==> src/rtl/core/keyed_infix_expression_evaluator_core_assert.svh <==
// Assertion macros for the expression evaluator core.
// Each macro expects clk and arst_n in the scope of use.
`ifndef KEYED_INFIX_EXPRESSION_EVALUATOR_CORE_ASSERT_SVH
`define KEYED_INFIX_EXPRESSION_EVALUATOR_CORE_ASSERT_SVH
`ifndef SYNTH
`define KIEE_ASSERT_NOW(lbl, ante, cons) \
	lbl: assert property (@(posedge clk) disable iff (!arst_n) (ante) |-> (cons)) \
		else $error("kiee assertion failed");
`define KIEE_ASSERT_NEXT(lbl, ante, cons) \
	lbl: assert property (@(posedge clk) disable iff (!arst_n) (ante) |=> (cons)) \
		else $error("kiee assertion failed");
`else
`define KIEE_ASSERT_NOW(lbl, ante, cons)
`define KIEE_ASSERT_NEXT(lbl, ante, cons)
`endif
`endif

==> src/rtl/core/kiee_pkg.sv <==
package kiee_pkg;
	localparam int VALUE_BITS        = 48;
	localparam int FRACTION_BITS_DEF = 16;

	// key actions
	localparam logic [2:0] ACT_DIGIT = 3'd0;
	localparam logic [2:0] ACT_ADD   = 3'd1;
	localparam logic [2:0] ACT_SUB   = 3'd2;
	localparam logic [2:0] ACT_MUL   = 3'd3;
	localparam logic [2:0] ACT_DIV   = 3'd4;
	localparam logic [2:0] ACT_EQ    = 3'd5;
	localparam logic [2:0] ACT_CLR   = 3'd6;

	// operator codes on the stack
	localparam logic [1:0] OP_ADD = 2'd0;
	localparam logic [1:0] OP_SUB = 2'd1;
	localparam logic [1:0] OP_MUL = 2'd2;
	localparam logic [1:0] OP_DIV = 2'd3;

	// status codes
	localparam logic [1:0] ST_OK   = 2'd0;
	localparam logic [1:0] ST_DIVZ = 2'd1;
	localparam logic [1:0] ST_MALF = 2'd2;
	localparam logic [1:0] ST_OVF  = 2'd3;

	localparam logic [3:0] DIGIT_MAX = 4'd9;

	typedef struct packed {
		logic [2:0] action;
		logic [3:0] digit;
	} key_t;

	typedef struct packed {
		logic signed [VALUE_BITS-1:0] result_value;
		logic [1:0]                   status;
	} res_t;

	typedef enum logic [2:0] {
		CS_IDLE,
		CS_DECODE,
		CS_CHECK,
		CS_RUN,
		CS_EMIT
	} ctrl_state_t;

	typedef enum logic [3:0] {
		CMD_NONE,
		CMD_LATCH,
		CMD_DIGIT,
		CMD_MALF,
		CMD_PUSH_NUM,
		CMD_PUSH_OP,
		CMD_RED_START,
		CMD_RED_WB,
		CMD_EMIT,
		CMD_CLEAR
	} dp_cmd_t;

	typedef struct packed {
		dp_cmd_t cmd;
	} dp_ctrl_t;

	typedef struct packed {
		logic [2:0] action;
		logic       frozen;
		logic       started;
		logic [1:0] val_count;
		logic [1:0] op_count;
		logic       top_high;
		logic       new_high;
		logic       unit_done;
		logic       unit_busy;
		logic       out_free;
	} dp_stat_t;
endpackage

==> src/rtl/core/kiee_arith.sv <==
module kiee_arith #(
	parameter int FRACTION_BITS = kiee_pkg::FRACTION_BITS_DEF
) (
	input  logic                                  clk,
	input  logic                                  arst_n,
	input  logic                                  start,
	input  logic [1:0]                            op,
	input  logic signed [kiee_pkg::VALUE_BITS-1:0] a,
	input  logic signed [kiee_pkg::VALUE_BITS-1:0] b,
	output logic                                  done,
	output logic                                  busy,
	output logic                                  ovf,
	output logic                                  divz,
	output logic signed [kiee_pkg::VALUE_BITS-1:0] result
);
	import kiee_pkg::*;

	localparam int W  = VALUE_BITS;
	localparam int NW = W + FRACTION_BITS;
	localparam int XW = 2 * W + FRACTION_BITS;
	localparam int CW = $clog2(NW + 1);

	logic [1:0]            op_q;
	logic                  neg_q;
	logic signed [W-1:0]   sa_q, sb_q;
	logic [W-1:0]          ma_q, mb_q;
	logic [W:0]            hi_q;
	logic [W-1:0]          lo_q;
	logic [W:0]            r_q;
	logic [NW-1:0]         n_q;
	logic [CW-1:0]         cnt_q;
	logic                  busy_q, done_q, divz_q;

	logic [W-1:0] ma_c, mb_c;
	logic [W:0]   msum, rs;
	logic         ge;

	assign ma_c = a[W-1] ? (~a + 1'b1) : a;
	assign mb_c = b[W-1] ? (~b + 1'b1) : b;

	// shift-add multiply step and restoring divide step
	assign msum = hi_q + {1'b0, (lo_q[0] ? ma_q : {W{1'b0}})};
	assign rs   = {r_q[W-1:0], n_q[NW-1]};
	assign ge   = rs >= {1'b0, mb_q};

	always_ff @(posedge clk or negedge arst_n) begin
		if (!arst_n) begin
			busy_q <= 1'b0;
			done_q <= 1'b0;
		end else begin
			done_q <= 1'b0;
			if (start) begin
				if (op == OP_ADD || op == OP_SUB || (op == OP_DIV && mb_c == '0)) begin
					done_q <= 1'b1;
				end else begin
					busy_q <= 1'b1;
				end
			end else if (busy_q && cnt_q == CW'(1)) begin
				busy_q <= 1'b0;
				done_q <= 1'b1;
			end
		end
	end

	always_ff @(posedge clk) begin
		if (start) begin
			op_q   <= op;
			neg_q  <= a[W-1] ^ b[W-1];
			sa_q   <= a;
			sb_q   <= b;
			ma_q   <= ma_c;
			mb_q   <= mb_c;
			divz_q <= (op == OP_DIV) && (mb_c == '0);
			hi_q   <= '0;
			lo_q   <= mb_c;
			r_q    <= '0;
			n_q    <= NW'(ma_c) << FRACTION_BITS;
			cnt_q  <= (op == OP_MUL) ? CW'(W) : CW'(NW);
		end else if (busy_q) begin
			cnt_q <= cnt_q - 1'b1;
			if (op_q == OP_MUL) begin
				hi_q <= msum >> 1;
				lo_q <= {msum[0], lo_q[W-1:1]};
			end else begin
				r_q <= ge ? (rs - {1'b0, mb_q}) : rs;
				n_q <= {n_q[NW-2:0], ge};
			end
		end
	end

	// saturation of the unsigned magnitude, and saturated add/sub
	logic [2*W-1:0] prod;
	logic [XW-1:0]  mag, lim;
	logic           neg, over;
	logic [W-1:0]   md;
	logic signed [W:0] as_sum;
	logic           as_ov;
	logic signed [W-1:0] as_res, md_res;
	logic           is_as;

	always_comb begin
		prod   = {hi_q[W-1:0], lo_q};
		mag    = (op_q == OP_MUL) ? XW'(prod >> FRACTION_BITS) : XW'(n_q);
		neg    = neg_q && (mag != '0);
		lim    = neg ? (XW'(1) << (W - 1)) : ((XW'(1) << (W - 1)) - 1'b1);
		over   = mag > lim;
		md     = over ? lim[W-1:0] : mag[W-1:0];
		md_res = neg ? -$signed(md) : $signed(md);
		is_as  = (op_q == OP_ADD) || (op_q == OP_SUB);
		as_sum = (op_q == OP_SUB) ? ({sa_q[W-1], sa_q} - {sb_q[W-1], sb_q})
		                          : ({sa_q[W-1], sa_q} + {sb_q[W-1], sb_q});
		as_ov  = as_sum[W] ^ as_sum[W-1];
		if (as_ov) begin
			as_res = as_sum[W] ? {1'b1, {(W-1){1'b0}}} : {1'b0, {(W-1){1'b1}}};
		end else begin
			as_res = as_sum[W-1:0];
		end
	end

	assign done   = done_q;
	assign busy   = busy_q;
	assign divz   = divz_q;
	assign ovf    = is_as ? as_ov : (over && !divz_q);
	assign result = divz_q ? '0 : (is_as ? as_res : md_res);
endmodule

==> src/rtl/core/kiee_ctrl.sv <==
module kiee_ctrl (
	input  logic               clk,
	input  logic               arst_n,
	input  logic               key_valid,
	input  kiee_pkg::dp_stat_t stat,
	output logic               key_stall,
	output kiee_pkg::dp_ctrl_t ctl
);
	import kiee_pkg::*;

	ctrl_state_t state_q, state_n;
	logic is_eq, want_red;

	assign is_eq    = stat.action == ACT_EQ;
	assign want_red = (stat.op_count != 2'd0) && (is_eq || stat.top_high || !stat.new_high);

	always_ff @(posedge clk or negedge arst_n) begin
		if (!arst_n) begin
			state_q <= CS_IDLE;
		end else begin
			state_q <= state_n;
		end
	end

	always_comb begin
		state_n = state_q;
		unique case (state_q)
			CS_IDLE: begin
				if (key_valid) state_n = CS_DECODE;
			end
			CS_DECODE: begin
				case (stat.action)
					ACT_ADD, ACT_SUB, ACT_MUL, ACT_DIV: begin
						state_n = (stat.frozen || !stat.started) ? CS_IDLE : CS_CHECK;
					end
					ACT_EQ: begin
						state_n = (stat.frozen || !stat.started) ? CS_EMIT : CS_CHECK;
					end
					default: state_n = CS_IDLE;
				endcase
			end
			CS_CHECK: begin
				if (stat.frozen) begin
					state_n = is_eq ? CS_EMIT : CS_IDLE;
				end else if (want_red) begin
					if (stat.val_count >= 2'd2) state_n = CS_RUN;
				end else begin
					state_n = is_eq ? CS_EMIT : CS_IDLE;
				end
			end
			CS_RUN: begin
				if (stat.unit_done) state_n = CS_CHECK;
			end
			CS_EMIT: begin
				if (stat.out_free) state_n = CS_IDLE;
			end
			default: state_n = CS_IDLE;
		endcase
	end

	always_comb begin
		ctl.cmd   = CMD_NONE;
		key_stall = 1'b1;
		unique case (state_q)
			CS_IDLE: begin
				key_stall = 1'b0;
				if (key_valid) ctl.cmd = CMD_LATCH;
			end
			CS_DECODE: begin
				case (stat.action)
					ACT_DIGIT: ctl.cmd = CMD_DIGIT;
					ACT_ADD, ACT_SUB, ACT_MUL, ACT_DIV, ACT_EQ: begin
						if (!stat.frozen) ctl.cmd = stat.started ? CMD_PUSH_NUM : CMD_MALF;
					end
					ACT_CLR: ctl.cmd = CMD_CLEAR;
					default: ctl.cmd = CMD_NONE;
				endcase
			end
			CS_CHECK: begin
				if (!stat.frozen) begin
					if (want_red) begin
						ctl.cmd = (stat.val_count >= 2'd2) ? CMD_RED_START : CMD_MALF;
					end else if (!is_eq) begin
						ctl.cmd = CMD_PUSH_OP;
					end
				end
			end
			CS_RUN: begin
				if (stat.unit_done) ctl.cmd = CMD_RED_WB;
			end
			CS_EMIT: begin
				if (stat.out_free) ctl.cmd = CMD_EMIT;
			end
			default: ctl.cmd = CMD_NONE;
		endcase
	end
endmodule

==> src/rtl/core/kiee_dpath.sv <==
module kiee_dpath #(
	parameter int FRACTION_BITS = kiee_pkg::FRACTION_BITS_DEF
) (
	input  logic               clk,
	input  logic               arst_n,
	input  kiee_pkg::key_t     key,
	input  kiee_pkg::dp_ctrl_t ctl,
	input  logic               res_stall,
	output kiee_pkg::dp_stat_t stat,
	output logic               res_valid,
	output kiee_pkg::res_t     res
);
	import kiee_pkg::*;

	localparam int W  = VALUE_BITS;
	localparam int DW = W + FRACTION_BITS + 5;

	logic [2:0]          act_q;
	logic [3:0]          dig_q;
	logic [W-1:0]        pend_q;
	logic                started_q;
	logic signed [W-1:0] vs_q [3];  // [0] is the top
	logic [1:0]          vc_q;
	logic [1:0]          os_q [2];  // [0] is the top
	logic [1:0]          oc_q;
	logic [1:0]          err_q;
	logic                res_valid_q;
	res_t                res_q;

	logic frozen;
	logic [1:0] err_malf, err_ovf, opc;
	logic [DW-1:0] ext, acc, maxv;
	logic dov;
	logic [W-1:0] pend_n;
	logic signed [W-1:0] top_val;

	logic a_done, a_busy, a_ovf, a_divz;
	logic signed [W-1:0] a_res;

	assign frozen   = (err_q == ST_DIVZ) || (err_q == ST_MALF);
	assign err_malf = frozen ? err_q : ST_MALF;
	assign err_ovf  = (err_q == ST_OK) ? ST_OVF : err_q;
	assign opc      = 2'(act_q - ACT_ADD);

	// pending = pending * 10 + digit, saturated
	assign ext    = DW'(pend_q);
	assign acc    = (ext << 3) + (ext << 1) + (DW'(dig_q) << FRACTION_BITS);
	assign maxv   = (DW'(1) << (W - 1)) - 1'b1;
	assign dov    = acc > maxv;
	assign pend_n = dov ? maxv[W-1:0] : acc[W-1:0];

	assign top_val = (!frozen && vc_q != 2'd0) ? vs_q[0] : '0;

	kiee_arith #(.FRACTION_BITS(FRACTION_BITS)) u_arith (
		.clk    (clk),
		.arst_n (arst_n),
		.start  (ctl.cmd == CMD_RED_START),
		.op     (os_q[0]),
		.a      (vs_q[1]),
		.b      (vs_q[0]),
		.done   (a_done),
		.busy   (a_busy),
		.ovf    (a_ovf),
		.divz   (a_divz),
		.result (a_res)
	);

	always_ff @(posedge clk or negedge arst_n) begin
		if (!arst_n) begin
			pend_q      <= '0;
			started_q   <= 1'b0;
			vc_q        <= 2'd0;
			oc_q        <= 2'd0;
			err_q       <= ST_OK;
			res_valid_q <= 1'b0;
		end else begin
			if (ctl.cmd == CMD_EMIT) begin
				res_valid_q <= 1'b1;
			end else if (!res_stall) begin
				res_valid_q <= 1'b0;
			end
			case (ctl.cmd)
				CMD_DIGIT: begin
					if (!frozen) begin
						if (dig_q > DIGIT_MAX) begin
							err_q <= err_malf;
						end else begin
							pend_q    <= pend_n;
							started_q <= 1'b1;
							if (dov) err_q <= err_ovf;
						end
					end
				end
				CMD_MALF: err_q <= err_malf;
				CMD_PUSH_NUM: begin
					if (vc_q < 2'd3) begin
						vc_q <= vc_q + 1'b1;
					end else begin
						err_q <= err_malf;
					end
					pend_q    <= '0;
					started_q <= 1'b0;
				end
				CMD_PUSH_OP: begin
					if (oc_q < 2'd2) begin
						oc_q <= oc_q + 1'b1;
					end else begin
						err_q <= err_malf;
					end
				end
				CMD_RED_WB: begin
					vc_q <= vc_q - 1'b1;
					oc_q <= oc_q - 1'b1;
					if (a_divz) begin
						err_q <= err_malf == ST_MALF ? ST_DIVZ : err_q;
					end else if (a_ovf) begin
						err_q <= err_ovf;
					end
				end
				CMD_EMIT, CMD_CLEAR: begin
					pend_q    <= '0;
					started_q <= 1'b0;
					vc_q      <= 2'd0;
					oc_q      <= 2'd0;
					err_q     <= ST_OK;
				end
				default: ;
			endcase
		end
	end

	// payload: latched key, stacks, result register
	always_ff @(posedge clk) begin
		case (ctl.cmd)
			CMD_LATCH: begin
				act_q <= key.action;
				dig_q <= key.digit;
			end
			CMD_PUSH_NUM: begin
				if (vc_q < 2'd3) begin
					vs_q[2] <= vs_q[1];
					vs_q[1] <= vs_q[0];
					vs_q[0] <= $signed(pend_q);
				end
			end
			CMD_PUSH_OP: begin
				if (oc_q < 2'd2) begin
					os_q[1] <= os_q[0];
					os_q[0] <= opc;
				end
			end
			CMD_RED_WB: begin
				vs_q[0] <= a_res;
				vs_q[1] <= vs_q[2];
				os_q[0] <= os_q[1];
			end
			CMD_EMIT: begin
				res_q.result_value <= top_val;
				res_q.status       <= err_q;
			end
			default: ;
		endcase
	end

	always_comb begin
		stat.action    = act_q;
		stat.frozen    = frozen;
		stat.started   = started_q;
		stat.val_count = vc_q;
		stat.op_count  = oc_q;
		stat.top_high  = os_q[0][1];
		stat.new_high  = opc[1];
		stat.unit_done = a_done;
		stat.unit_busy = a_busy;
		stat.out_free  = !res_valid_q || !res_stall;
	end

	assign res_valid = res_valid_q;
	assign res       = res_q;
endmodule

==> src/rtl/core/keyed_infix_expression_evaluator_core.sv <==
// Sequence: digit and clear keys are decoded and applied, an operator also
//   goes through a check and each reduction; add/sub reductions are computed
//   directly, multiply and divide one bit per cycle in the shared arith unit.
// Throughput: one key at a time; the next key is taken once the last is done.
// Equals writes a result register and frees the input side at once.
// Reset: arst_n clears counts, flags, state and result valid; no clearing pass.
`include "keyed_infix_expression_evaluator_core_assert.svh"
module keyed_infix_expression_evaluator_core #(
	parameter int FRACTION_BITS = kiee_pkg::FRACTION_BITS_DEF
) (
	input  logic           clk,
	input  logic           arst_n,
	input  logic           key_valid,
	output logic           key_stall,
	input  kiee_pkg::key_t key,
	output logic           res_valid,
	input  logic           res_stall,
	output kiee_pkg::res_t res
);
	import kiee_pkg::*;

	// controller to datapath commands, datapath to controller status
	dp_ctrl_t ctl;
	dp_stat_t stat;

	// sequencer: decode key, push number, reduce loop, push operator or emit
	kiee_ctrl u_ctrl (
		.clk       (clk),
		.arst_n    (arst_n),
		.key_valid (key_valid),
		.stat      (stat),
		.key_stall (key_stall),
		.ctl       (ctl)
	);

	// stacks, pending number, error status, serial mul/div, result register
	kiee_dpath #(.FRACTION_BITS(FRACTION_BITS)) u_dpath (
		.clk       (clk),
		.arst_n    (arst_n),
		.key       (key),
		.ctl       (ctl),
		.res_stall (res_stall),
		.stat      (stat),
		.res_valid (res_valid),
		.res       (res)
	);

	// a reduction needs two values and one operator on the stacks
	`KIEE_ASSERT_NOW(a_red_operands, ctl.cmd == CMD_RED_START, stat.val_count >= 2'd2 && stat.op_count != 2'd0)
	// keys are never taken while the arith unit is working
	`KIEE_ASSERT_NOW(a_idle_unit, !key_stall, !stat.unit_busy)
	// a started reduction holds off the input side
	`KIEE_ASSERT_NEXT(a_red_stall, ctl.cmd == CMD_RED_START, key_stall)
endmodule
==> config.mk <==
export PLATFORM = sky130hd
export DESIGN_NAME = keyed_infix_expression_evaluator_core
export DESIGN_NICKNAME = d
export VERILOG_FILES = /design/src/rtl/core/kiee_pkg.sv /design/src/rtl/core/kiee_arith.sv /design/src/rtl/core/kiee_ctrl.sv /design/src/rtl/core/kiee_dpath.sv /design/src/rtl/core/keyed_infix_expression_evaluator_core.sv
export VERILOG_INCLUDE_DIRS = /design/src /design/src/rtl/core
export SDC_FILE = /design/constraint.sdc
export NUM_CORES = 2
export LEC_CHECK = 0
export BUFFER_PORTS_ARGS = -buffer_cell sky130_fd_sc_hd__buf_2
export CORE_ASPECT_RATIO = 1.1
export CORE_MARGIN = 2
export CORE_UTILIZATION = 40
export DETAILED_ROUTE_END_ITERATION = 10
export PLACE_DENSITY = 0.56
export REMOVE_ABC_BUFFERS = 1
export SLEW_MARGIN = 40
export SYNTH_ARGS = -nofsm -noshare
export SYNTH_HDL_FRONTEND = slang
export SYNTH_SLANG_ARGS = --single-unit
==> constraint.sdc <==
create_clock -name clk -period 9.2 [get_ports clk]
set_clock_uncertainty 0.1 [all_clocks]
set_input_delay 2.76 -clock clk [delete_from_list [all_inputs] [get_ports clk]]
set_output_delay 2.76 -clock clk [all_outputs]
set_load 0.02 [all_outputs]
==> run summary <==
Post-synthesis sequential area ratio = 43.2%
Remaining antenna violation count = 0
Worst-path fanout max = 25
Slew margin rel. = 39.9%
Worst-Margin Slew = 0.898 ns
Top FF cell, synth = edfxtp_1
Most common cell after layout, fill and taps aside = nand2_1
DR vias/cell = 5.87
Crit Path Class = reg2reg
Worst Hold Class = reg2reg
Total wire length = 149 mm
#FFs+latches synth = 675
Reg-to-reg critical path endpoint = u_dpath.vs_q[0][32]
Cells after synthesis = 4722
Buffers on Ports = 62
Pin count of the biggest net entering global routing = 93
Fin Setup TNS = 0 ns
CP Launch Point = u_dpath.u_arith.op_q[0]
H-tree depth = 3
Async set-reset flop share out of synthesis = 9.04%
Required time of the critical path = 9.50 ns
RSZ-0062 raised after global routing = false
Ys Warns = 0
Final-stage net count = 4984
Post-Syn Area = 43600 sq um
Max Clk Rate = 122 MHz
Max-cap violations = 0
Worst setup endpoint = u_dpath.vs_q[0][32]
Wire length per cell = 24.1 um
Final Instance Count excl. Fillers = 6188
Clk Latency, worst-skew pair = 0.66 ns
Adder-Cell Fraction of Synth Area = 7.55%
First-pass GRT wire length = 223 mm
Starting Density = 40.5%
Placer congestion estimate = 0.967
Power Dens Cells = 221 nW/um^2
Initial DRC Count = 3277
Reg2reg setup slack = 0.99 ns
DR vias = 36.3k
Post-Syn Area per Cell = 9.23 sq um
Final min period = 8.21 ns
Antenna violations before repair = 9
Post-CTS Resized = 0
Synth Area in Simple Gates = 18.5%
Core area = 108000 sq um
Status = finished, final reports clean
Clock root cell = clkbuf_16
Placed cells = 6040
VDD IR max = 0.136 mV
Die Ht = 350 um
DIE AREA = 112000 sq um
Vias in the first global route = 34.7k
Compound-Gate Fraction of Synth Area = 19.4%
Clock Sinks = 675
Total CTS buffers = 79
Filler cell count = 10.5k
Clock-pin slew on the worst setup and hold paths = 0.06 ns
Setup violations, final = 0
CTS Hold Bufs = 0
Area share of the largest cell type after synthesis = 34.6%
GRT Util Overall = 26.3%
Total Power = 10600 uW
Proportion of synthesized area in mux cells = 1.00%
Ports = 63
Static leakage = 0.0191 uW
Crit end category = flop
Arr. time, crit path = 8.51 ns
Most frequent cells in the layout = nand2_1 (685), edfxtp_1 (502), a21oi_1 (395)
DIE WIDTH = 319 um
Congestion Overflow GR = 0
Final core occ = 44.7%
Layout cells sized above 1 = 6.85%
Fin. max-slew vios = 0
Final Hold Viols = 0
TritonRoute pass-1 iters = 6
CTS tree = done
Reg2Reg Depth = 24
Crit share post-route = 89.2%
Post-synth top area cell = edfxtp_1
Synth cell types = 85
Setup bufs post-CTS = 0
Top cells by area, synth = edfxtp_1 (35%), ha_1 (7.3%), nand2_1 (5.9%)
Hold WS = 0.377 ns
FP Rows = 126
Dpl hpwl = 112 mm
Startpoint Class = flop
RR Startpoint = u_dpath.u_arith.op_q[0]
Longest Clk Path Bufs = 3
Syn-to-layout area delta = 10.5%
Largest family of logic cells by synthesized area = compound AO/OA/AOI/OAI gates
Drt drc = 0
Post-synth EDFFs = 502
XOR/XNOR share of the synthesized area = 6.88%
## registers in the layout, summed over array words and instances (netlist names), 2 cells and up
register,cells
u_dpath.vs_q,144
u_dpath.u_arith.n_q,64
u_dpath.res,50
u_dpath.pend_q,48
u_dpath.u_arith.hi_q,48
u_dpath.u_arith.lo_q,48
u_dpath.u_arith.r_q,48
u_dpath.u_arith.sa_q,48
u_dpath.u_arith.sb_q,48
u_dpath.u_arith.ma_q,47
u_dpath.u_arith.mb_q,47
u_dpath.u_arith.cnt_q,7
u_dpath.dig_q,4
u_dpath.os_q,4
u_ctrl.state_q,3
u_dpath.act_q,3
u_dpath.err_q,2
u_dpath.oc_q,2
u_dpath.u_arith.op_q,2
u_dpath.vc_q,2
## where the power goes
group	leakage [uW]	switching, uW	internal [uW]
Sequential	0.00630	425	3740
Combinational	0.0115	1970	1280
Clock	0.00126	1340	1890
## logic make-up after synthesis
group           after synthesis
simple gates               1702
compound gates             1307
flops                       675
buf+inv                     393
xor+xnor                    342
fa+ha+maj                   260
mux                          43
## metal layers
layer	GRT usage, %	part of all wire (%)	vias to the layer above
met2	42.9	46	1099
met4	11.6	4.7	0
li1	-	-	17300
met5	0	0	-
met1	34.8	43	17700
met3	3.72	5.8	251
## worst max-delay path: stages (launching register included)
cell and delay (ns):
edfxtp_1 0.43, nand2b_2 0.48, buf_4 0.32, mux2i_1 0.35, inv_1 0.14, nor2_1 0.29
nand3_1 0.13, o41a_2 0.70, buf_4 0.34, ha_1 0.34, nand4_1 0.18, nor4_1 0.63
nand3_1 0.25, o21a_1 0.19, a311o_2 0.39, o21ai_0 0.24, ha_1 0.40, or4b_2 0.64
nor3_1 0.22, a311oi_1 0.13, buf_4 0.21, or3_1 0.35, a21oi_1 0.15, o41ai_1 0.09
a32o_1 0.26
## worst min-delay path by stage
stage                                  start                  endpoint  slack (ns)  cells after the start
global route        u_dpath.u_arith.hi_q[19]  u_dpath.u_arith.hi_q[19]        0.40                      2
floorplan             u_dpath.u_arith.n_q[2]    u_dpath.u_arith.n_q[3]        0.34                      2
global placement    u_dpath.u_arith.hi_q[37]  u_dpath.u_arith.hi_q[37]        0.36                      2
detailed placement  u_dpath.u_arith.hi_q[18]  u_dpath.u_arith.hi_q[18]        0.37                      2
CTS                 u_dpath.u_arith.hi_q[18]  u_dpath.u_arith.hi_q[18]        0.38                      2
finish              u_dpath.u_arith.hi_q[37]  u_dpath.u_arith.hi_q[37]        0.38                      2
## layout make-up
| type | instances | area, sq um | area share (%) |
|---|---|---|---|
| timing repair buffer | 131 | 863 | 1.79 |
| clock inverter | 44 | 493 | 1.02 |
| antenna | 4 | 10.0 | 0.0208 |
| tap | 1408 | 1760 | 3.66 |
| multi-input combinational | 3654 | 23400 | 48.6 |
| clock buffer | 100 | 2120 | 4.40 |
| sequential | 675 | 18800 | 39.2 |
| inverter | 172 | 656 | 1.36 |
## synth_stat cells, drive strengths merged, types with 38 or more instances
cell type    n
a21oi      397
mux2i       38
xor2       109
nand4       64
nor3       111
nand2      688
dfxtp      112
nor2       297
o31ai       50
and2       122
nor4        55
o21ai      298
ha         255
a221o       52
nand3      108
xnor2      233
clkbuf     191
dfrtp       61
o21a        47
a21o       125
nand2b      46
edfxtp     502
nor2b       38
or3         39
inv        171
and3        39
## through the flow
step                      cell area [sq um]  setup slack (ns)
after floorplan                       42700             -5.83
after global placement                45400              1.24
after detailed placement              45500              1.09
after CTS                             48100              1.07
after global routing                  48100             0.466
final                                 48100             0.992
Power figures use the tool's default switching activity.
